--- src/rtl/kvt_pkg.sv ---
// Package for the key/value list tokenizer.
// Holds word types, kind and state codes, character constants and sizes.
// No dependencies.
package kvt_pkg;

  // Default longest key or value plus one.
  localparam int KVT_MAX_LEN = 32;

  // Wanted-key register holds this many characters.
  localparam int WANT_CHARS = 8;
  localparam int WANT_LEN_W = 4;

  // Configuration port sizes and register indexes.
  localparam int CFG_IDX_W  = 2;
  localparam int CFG_DATA_W = 64;
  localparam logic [CFG_IDX_W-1:0] CFG_FILTER_ENABLE = 2'd0;
  localparam logic [CFG_IDX_W-1:0] CFG_WANT_TEXT     = 2'd1;
  localparam logic [CFG_IDX_W-1:0] CFG_WANT_LEN      = 2'd2;

  // Characters with a meaning of their own.
  localparam logic [7:0] CH_COMMA = 8'h2C;
  localparam logic [7:0] CH_EQUAL = 8'h3D;
  localparam logic [7:0] CH_SLASH = 8'h2F;
  localparam logic [7:0] CH_NUL   = 8'h00;

  typedef enum logic [1:0] {
    KIND_KEY       = 2'd0,
    KIND_VALUE     = 2'd1,
    KIND_PAIR_END  = 2'd2,
    KIND_TEXT_DONE = 2'd3
  } kind_t;

  typedef enum logic [1:0] {
    PH_SKIP  = 2'd0,
    PH_KEY   = 2'd1,
    PH_VALUE = 2'd2
  } phase_t;

  typedef enum logic [1:0] {
    ST_IDLE   = 2'd0,
    ST_SECOND = 2'd1,
    ST_BURST  = 2'd2
  } state_t;

  typedef struct packed {
    logic [7:0] ch;
    logic       text_end;
  } in_word_t;

  typedef struct packed {
    logic [7:0] out_char;
    kind_t      kind;
    logic       last;
  } out_word_t;

endpackage

--- src/rtl/key_value_list_tokenizer.sv ---
// Key/value list tokenizer: character words in; key, value, pair-end and text-done words out.
// The first result of a character reaches out_word in the cycle after it is accepted;
// key words come from the key RAM, so they pass its read register before the output register.
// Throughput: one character per cycle while the sequencer is idle and the output slot is free;
// a second result, or the key read-out from the key RAM at '=', holds off the next character.
// Reset (synchronous, rst_n low) clears control and parse state, not key RAM or data words.
module key_value_list_tokenizer
  import kvt_pkg::*;
#(
  parameter int MAX_LEN = KVT_MAX_LEN
) (
  input  logic                  clk,
  input  logic                  rst_n,
  input  logic                  in_valid,
  output logic                  in_ready,
  input  in_word_t              in_word,
  output logic                  out_valid,
  input  logic                  out_ready,
  output out_word_t             out_word,
  input  logic                  cfg_we,
  input  logic [CFG_IDX_W-1:0]  cfg_index,
  input  logic [CFG_DATA_W-1:0] cfg_data
);

  localparam int CW  = $clog2(MAX_LEN);
  localparam int KAW = (MAX_LEN > 2) ? $clog2(MAX_LEN - 1) : 1;
  localparam int MW  = (CW > WANT_LEN_W) ? CW : WANT_LEN_W;
  localparam logic [CW-1:0] CNT_TOP = CW'(MAX_LEN - 1);

  // Configuration registers.
  logic                  filter_en_r;
  logic [CFG_DATA_W-1:0] want_text_r;
  logic [WANT_LEN_W-1:0] want_len_r;

  // Parse state.
  phase_t       phase_r, phase_nxt;
  logic [CW-1:0] key_count_r, key_count_nxt;
  logic          kept_r, kept_nxt;
  logic [CW-1:0] value_count_r, value_count_nxt;
  logic          slash_r, slash_nxt;
  logic [7:0]    pfx_r [WANT_CHARS];

  // Sequencer state.
  state_t         state_r, state_nxt;
  out_word_t      pend_r;
  logic [KAW-1:0] rd_idx_r;

  // Decoded results of the offered character.
  logic       accept;
  logic       term, is_comma, is_equal, is_slash;
  logic       r0_v, r1_v, burst_go, key_store;
  out_word_t  r0, r1;
  logic       key_match;
  logic [WANT_LEN_W-1:0] want_eff;
  logic [MW-1:0] key_ext;

  // Memory and output register wiring.
  logic           ram_we, ram_re;
  logic [KAW-1:0] ram_raddr;
  logic [7:0]     ram_rdata;
  logic           slot_free, load, burst_last;
  out_word_t      load_word;

  // Configuration writes.
  always_ff @(posedge clk) begin
    if (!rst_n) begin
      filter_en_r <= 1'b0;
      want_text_r <= '0;
      want_len_r  <= '0;
    end else if (cfg_we) begin
      unique case (cfg_index)
        CFG_FILTER_ENABLE: filter_en_r <= cfg_data[0];
        CFG_WANT_TEXT:     want_text_r <= cfg_data;
        CFG_WANT_LEN:      want_len_r  <= cfg_data[WANT_LEN_W-1:0];
        default: ;
      endcase
    end
  end

  // Wanted-key match against the first characters held in flops.
  assign key_ext  = MW'(key_count_r);
  assign want_eff = (want_len_r > WANT_LEN_W'(WANT_CHARS)) ? WANT_LEN_W'(WANT_CHARS)
                                                           : want_len_r;
  always_comb begin
    key_match = (key_ext == MW'(want_eff));
    for (int i = 0; i < WANT_CHARS; i++) begin
      if ((WANT_LEN_W'(i) < want_eff) && (pfx_r[i] != want_text_r[8*i +: 8])) begin
        key_match = 1'b0;
      end
    end
  end

  // Character decode: results and next parse state.
  assign term     = in_word.text_end || (in_word.ch == CH_NUL);
  assign is_comma = (in_word.ch == CH_COMMA);
  assign is_equal = (in_word.ch == CH_EQUAL);
  assign is_slash = (in_word.ch == CH_SLASH);

  always_comb begin
    logic vc_room, slash_out, char_out;
    vc_room         = (value_count_r < CNT_TOP);
    slash_out       = 1'b0;
    char_out        = 1'b0;
    r0_v            = 1'b0;
    r1_v            = 1'b0;
    r0              = '{out_char: CH_NUL, kind: KIND_TEXT_DONE, last: 1'b1};
    r1              = '{out_char: CH_NUL, kind: KIND_TEXT_DONE, last: 1'b1};
    burst_go        = 1'b0;
    key_store       = 1'b0;
    phase_nxt       = phase_r;
    key_count_nxt   = key_count_r;
    kept_nxt        = kept_r;
    value_count_nxt = value_count_r;
    slash_nxt       = slash_r;
    if (term) begin
      // Close an open kept value, then report end of text.
      r0_v = 1'b1;
      if ((phase_r == PH_VALUE) && kept_r) begin
        r0   = '{out_char: CH_NUL, kind: KIND_PAIR_END, last: 1'b0};
        r1_v = 1'b1;
      end
      phase_nxt       = PH_SKIP;
      key_count_nxt   = '0;
      kept_nxt        = 1'b0;
      value_count_nxt = '0;
      slash_nxt       = 1'b0;
    end else if (phase_r == PH_SKIP || phase_r == PH_KEY) begin
      if (is_equal) begin
        kept_nxt        = !filter_en_r || key_match;
        burst_go        = kept_nxt && (key_count_r != '0);
        phase_nxt       = PH_VALUE;
        value_count_nxt = '0;
        slash_nxt       = 1'b0;
      end else if (!(phase_r == PH_SKIP && is_comma)) begin
        key_store = (key_count_r < CNT_TOP);
        if (key_store) begin
          key_count_nxt = key_count_r + CW'(1);
        end
        phase_nxt = PH_KEY;
      end
    end else if (phase_r == PH_VALUE) begin
      if (is_comma) begin
        r0_v            = kept_r;
        r0              = '{out_char: CH_NUL, kind: KIND_PAIR_END, last: 1'b1};
        phase_nxt       = PH_SKIP;
        key_count_nxt   = '0;
        kept_nxt        = 1'b0;
        value_count_nxt = '0;
        slash_nxt       = 1'b0;
      end else begin
        // A held slash goes out once another value character follows it.
        slash_out = slash_r && kept_r;
        char_out  = vc_room && !is_slash && kept_r;
        slash_nxt = vc_room && is_slash;
        if (vc_room) begin
          value_count_nxt = value_count_r + CW'(1);
        end
        if (slash_out) begin
          r0_v = 1'b1;
          r0   = '{out_char: CH_SLASH, kind: KIND_VALUE, last: !char_out};
          r1_v = char_out;
          r1   = '{out_char: in_word.ch, kind: KIND_VALUE, last: 1'b1};
        end else begin
          r0_v = char_out;
          r0   = '{out_char: in_word.ch, kind: KIND_VALUE, last: 1'b1};
        end
      end
    end else begin
      // Unused phase code: back to the start of a pair.
      phase_nxt       = PH_SKIP;
      key_count_nxt   = '0;
      kept_nxt        = 1'b0;
      value_count_nxt = '0;
      slash_nxt       = 1'b0;
    end
  end

  // Parse state registers.
  always_ff @(posedge clk) begin
    if (!rst_n) begin
      phase_r       <= PH_SKIP;
      key_count_r   <= '0;
      kept_r        <= 1'b0;
      value_count_r <= '0;
      slash_r       <= 1'b0;
    end else if (accept) begin
      phase_r       <= phase_nxt;
      key_count_r   <= key_count_nxt;
      kept_r        <= kept_nxt;
      value_count_r <= value_count_nxt;
      slash_r       <= slash_nxt;
    end
  end

  // Copy of the first key characters for the wanted-key compare.
  always_ff @(posedge clk) begin
    if (accept && key_store && (key_ext < MW'(WANT_CHARS))) begin
      pfx_r[key_ext[2:0]] <= in_word.ch;
    end
  end

  // Key store.
  assign ram_we = accept && key_store;

  kvt_ram #(
    .WIDTH (8),
    .DEPTH (MAX_LEN - 1)
  ) u_key_ram (
    .clk   (clk),
    .we    (ram_we),
    .waddr (key_count_r[KAW-1:0]),
    .wdata (in_word.ch),
    .re    (ram_re),
    .raddr (ram_raddr),
    .rdata (ram_rdata)
  );

  assign burst_last = (CW'(rd_idx_r) == (key_count_r - CW'(1)));

  // Sequencer next state.
  always_comb begin
    state_nxt = state_r;
    unique case (state_r)
      ST_IDLE: begin
        if (accept && r1_v) begin
          state_nxt = ST_SECOND;
        end else if (accept && burst_go) begin
          state_nxt = ST_BURST;
        end
      end
      ST_SECOND: begin
        if (slot_free) begin
          state_nxt = ST_IDLE;
        end
      end
      ST_BURST: begin
        if (slot_free && burst_last) begin
          state_nxt = ST_IDLE;
        end
      end
      default: state_nxt = ST_IDLE;
    endcase
  end

  // Sequencer outputs: input handshake, output load and key reads.
  always_comb begin
    in_ready  = 1'b0;
    load      = 1'b0;
    load_word = r0;
    ram_re    = 1'b0;
    ram_raddr = '0;
    unique case (state_r)
      ST_IDLE: begin
        in_ready = slot_free;
        load     = accept && r0_v;
        ram_re   = accept && burst_go;
      end
      ST_SECOND: begin
        load      = slot_free;
        load_word = pend_r;
      end
      ST_BURST: begin
        load      = slot_free;
        load_word = '{out_char: ram_rdata, kind: KIND_KEY, last: burst_last};
        ram_re    = slot_free && !burst_last;
        ram_raddr = rd_idx_r + KAW'(1);
      end
      default: ;
    endcase
  end

  assign accept = in_valid && in_ready;

  always_ff @(posedge clk) begin
    if (!rst_n) begin
      state_r <= ST_IDLE;
    end else begin
      state_r <= state_nxt;
    end
  end

  // Second result of a character, and the key read index.
  always_ff @(posedge clk) begin
    if (accept) begin
      pend_r <= r1;
    end
  end

  always_ff @(posedge clk) begin
    if (!rst_n) begin
      rd_idx_r <= '0;
    end else if (accept) begin
      rd_idx_r <= '0;
    end else if (state_r == ST_BURST && slot_free) begin
      rd_idx_r <= rd_idx_r + KAW'(1);
    end
  end

  kvt_out_reg u_out_reg (
    .clk       (clk),
    .rst_n     (rst_n),
    .load      (load),
    .load_word (load_word),
    .slot_free (slot_free),
    .out_valid (out_valid),
    .out_ready (out_ready),
    .out_word  (out_word)
  );

endmodule

--- src/rtl/kvt_ram.sv ---
// Generic simple dual-port RAM: one write port, one registered read port.
// Depends on nothing.
module kvt_ram #(
  parameter int WIDTH = 8,
  parameter int DEPTH = 31,
  localparam int AW = (DEPTH > 1) ? $clog2(DEPTH) : 1
) (
  input  logic             clk,
  input  logic             we,
  input  logic [AW-1:0]    waddr,
  input  logic [WIDTH-1:0] wdata,
  input  logic             re,
  input  logic [AW-1:0]    raddr,
  output logic [WIDTH-1:0] rdata
);

  logic [WIDTH-1:0] mem [DEPTH];
  logic [WIDTH-1:0] rdata_r;

  // Write port.
  always_ff @(posedge clk) begin
    if (we) begin
      mem[waddr] <= wdata;
    end
  end

  // Read port; data holds while no read is issued.
  always_ff @(posedge clk) begin
    if (re) begin
      rdata_r <= mem[raddr];
    end
  end

  assign rdata = rdata_r;

endmodule

--- src/rtl/kvt_out_reg.sv ---
// Output register for result words of the tokenizer.
// Depends on kvt_pkg for the result word type.
module kvt_out_reg
  import kvt_pkg::*;
(
  input  logic      clk,
  input  logic      rst_n,
  input  logic      load,
  input  out_word_t load_word,
  output logic      slot_free,
  output logic      out_valid,
  input  logic      out_ready,
  output out_word_t out_word
);

  logic      valid_r;
  out_word_t word_r;

  // The slot can take a word when empty or when its word leaves this cycle.
  assign slot_free = !valid_r || out_ready;

  always_ff @(posedge clk) begin
    if (!rst_n) begin
      valid_r <= 1'b0;
    end else if (slot_free) begin
      valid_r <= load;
    end
  end

  always_ff @(posedge clk) begin
    if (load && slot_free) begin
      word_r <= load_word;
    end
  end

  assign out_valid = valid_r;
  assign out_word  = word_r;

endmodule

--- config.mk ---
export PLATFORM = sky130hd
export DESIGN_NAME = key_value_list_tokenizer
export DESIGN_NICKNAME = d
export VERILOG_FILES = /design/src/rtl/kvt_pkg.sv /design/src/rtl/key_value_list_tokenizer.sv /design/src/rtl/kvt_ram.sv /design/src/rtl/kvt_out_reg.sv
export SDC_FILE = /design/constraint.sdc
export NUM_CORES = 1
export LEC_CHECK = 0
export BUFFER_PORTS_ARGS = -buffer_cell sky130_fd_sc_hd__buf_2
export CAP_MARGIN = 30
export CORE_AREA = 2 2 247 249
export DETAILED_ROUTE_END_ITERATION = 10
export DIE_AREA = 0 0 249 251
export RECOVER_POWER = 50
export SLEW_MARGIN = 25
export SYNTH_ARGS = -nofsm -noshare
export SYNTH_HDL_FRONTEND = slang
export SYNTH_SLANG_ARGS = --single-unit
--- constraint.sdc ---
create_clock -name clk -period 7.26 [get_ports clk]
set_input_delay 1.815 -clock clk [delete_from_list [all_inputs] [get_ports clk]]
set_output_delay 1.815 -clock clk [all_outputs]
set_load 0.02 [all_outputs]
==> metrics <==
DR iter-0 viols 958; top cell type's share of synthesized area 57.5%; CTS resizes 0; Final Util 33.9%; leak pwr 6.53 nW; DRC 0; Final Cell Area 20300 sq um; grt total ovfl 0; first-pass iteration count of the detailed router 5; Setup-failing EPs final 0; Clock Sinks 431; clock tree buffer depth 3; DR vias/cell 4.99; row cnt 90; max_cap viols 7; CTS Buf Count 41; clk_lat worst skew 0.56 ns; htree depth 2; Seq cells post-synth 431; Unique masters post-synth 69; Reg clk slew, reported paths 0.06 ns; largest net degree at the start of global routing 81; f_max 175 MHz; Tmin final 5.71 ns; post-route setup slack 1.55 ns; PD cells 243 nW/um^2; CP max FO 42; total global-route track usage 14.0%; CP endpoint kind flip-flop; RSZ-0062 raised after global routing no; first-pass GRT wire length 67800 um; placed cell area 19000 sq um; EDFF count, synth 340; startpoint types input pin; Final Cycle Share 78.6%; Synth Warn # 0; I/O Buffers 92; CTS tree done; overall via count from detail_route 11.3k; io pins 93; cells after synthesis 1368; max-slew violations 320; TNS Setup 0 ns; Fillers 5780; number of diodes 0; area grow syn2layout 14.1%; die area 62500 sq um; final hold violations 0; Synth Net Count 1459; WP data required 7.42 ns; HPWL Detailed 29500 um; post-CTS setup buffers 0; syn_area_per_cell 13.0 sq um; Synth area leaders edfxtp_1 (57%), dfxtp_1 (10%), nand2_1 (5.2%); final net count 1535; Arr. time, crit path 5.87 ns; Max-Slew Margin vs Limit -119%; fraction of layout cells with a size suffix above 1 12.7%; Die Ht 251 um; failing checks max-capacitance violations, max-slew violations; CP Class in -> reg; worst vdd ir 0.158 mV; Synth Flop Type edfxtp_1; antenna violations before repair 0; chip width 249 um; Worst Hold Class reg -> reg; Synth Cell Area 17800 sq um; Post-synth ARST share 0%; post-synthesis sequential area ratio 67.7%; top cell type by total area after synthesis edfxtp_1; Final Hold Slack 0.469 ns; Routed WL 44500 um; DR WL/cell 19.7 um; Initial Utilization 29.7%; hold-fix buffer count after cts 0; status finished with violations; number of global-route vias before repair 11.4k; clk_skew 0.0226 ns; pre-CTS WS 2.04 ns; gpl congestion 0.892; root buffer cell clkbuf_16; Routed Antenna Nets 0; worst-margin pin slew 3.28 ns; core box area 59800 sq um
worst paths after layout:
kind	from	endpoint	cells after the start	slack [ns]
setup / recovery	in_word[6]	u_out_reg.out_word[2]	9	1.55
hold / removal	want_text_r[48]	want_text_r[48]	2	0.47
setup reg to reg	state_r[0]	u_key_ram.mem[8][2]	8	3.55
hold reg to reg	want_text_r[48]	want_text_r[48]	2	0.47
synthesized netlist by cell type (21+ instances only):
cell type  count
nand3_1       25
xor2_1        38
nor3_1        25
a311oi_1      26
nor2b_1       21
mux2i_1       25
dfxtp_1       91
nand2_1      244
clkbuf_1      40
nor2_1        82
edfxtp_1     340
xnor2_1       46
a21oi_1       86
cells in the final DEF (no fill, tap or decap), drive strengths merged, types with 6 or more instances in the layout:
| cell | Yosys | routed |
|---|---|---|
| nor3 | 26 | 26 |
| dfxtp | 91 | 91 |
| clkbuf | 40 | 71 |
| a31oi | 7 | 7 |
| ha | 11 | 11 |
| edfxtp | 340 | 340 |
| o21ai | 19 | 19 |
| o211ai | 6 | 6 |
| nand2 | 245 | 245 |
| buf | 39 | 91 |
| nor4 | 9 | 9 |
| a22oi | 7 | 7 |
| mux4 | 22 | 22 |
| o22ai | 19 | 19 |
| and2 | 14 | 14 |
| nor2b | 21 | 21 |
| nor2 | 82 | 82 |
| nand3 | 26 | 26 |
| nand4 | 15 | 15 |
| a311oi | 26 | 26 |
| xor2 | 39 | 39 |
| a211oi | 21 | 21 |
| mux2i | 25 | 25 |
| o221ai | 11 | 11 |
| xnor2 | 46 | 46 |
| a21oi | 86 | 86 |
| o31ai | 8 | 8 |
| clkinv | 1 | 17 |
| and3 | 6 | 6 |
| inv | 15 | 19 |
cell families (layout without fill, tap and decap cells):
kind of cell,after synthesis,in the layout,share of synthesized area (%)
adders and majority gates,11,11,0.775
AOI/OAI and AO/OA,228,228,8.46
buffers and inverters,95,202,2.31
xor gates and xnor gates,85,85,4.30
and+or+nand+nor,470,470,12.1
DFF,431,431,67.7
muxes,48,48,4.39
per-layer routing:
metal | vias to the layer above | GRT usage, % | part of all wire [%] | routed length, um
li1 | 5200 | - | - | -
met1 | 5657 | 17.6 | 42 | 18800
met2 | 332 | 24.8 | 50 | 22300
met3 | 84 | 1.73 | 4.5 | 1990
met4 | 0 | 5.19 | 3.2 | 1410
met5 | - | 0 | 0 | 0
area by class of cell:
type	instances	area (sq um)	share of cell area, %
sequential	431	12000	59.4
multi-input combinational	842	5350	26.4
clock buffer	50	1060	5.23
tap	782	978	4.83
timing repair buffer	112	593	2.93
clock inverter	24	199	0.981
inverter	16	60.1	0.296
worst max-delay path, stage by stage:
cell      delay (ns)
buf_2           0.15
clkbuf_1        1.67
and4bb_2        0.52
nand2_1         0.09
o41a_1          0.37
a31oi_1         0.18
o21bai_1        0.09
a211o_1         0.28
nor2b_1         0.67
stage by stage:
step | instances | total power (W)
after floorplan | 1368 | 0.00283
after global placement | 2179 | 0.00292
after detailed placement | 2181 | 0.00293
after CTS | 2255 | 0.00495
after global routing | 2257 | 0.00507
final | 2257 | 0.00492
power breakdown:
group	internal, W	leakage, nW	total [W]	switching [W]
Clock	0.00115	0.620	0.00205	0.000900
Sequential	0.00269	3.80	0.00270	0.0000180
Combinational	0.0000512	2.10	0.000169	0.000118
flip-flops by register name, indices dropped and copies added, names as in the netlist:
name and flops:
pend_r 9, kept_r 1, value_count_r 5, u_key_ram.rdata 8, filter_en_r 1, rd_idx_r 5, key_count_r 5, u_out_reg.out_word 11
state_r 2, phase_r 2, slash_r 1, want_text_r 64, u_out_reg.out_valid 1, pfx_r 64, want_len_r 4, u_key_ram.mem 248
(Power assumes the default switching activity.)
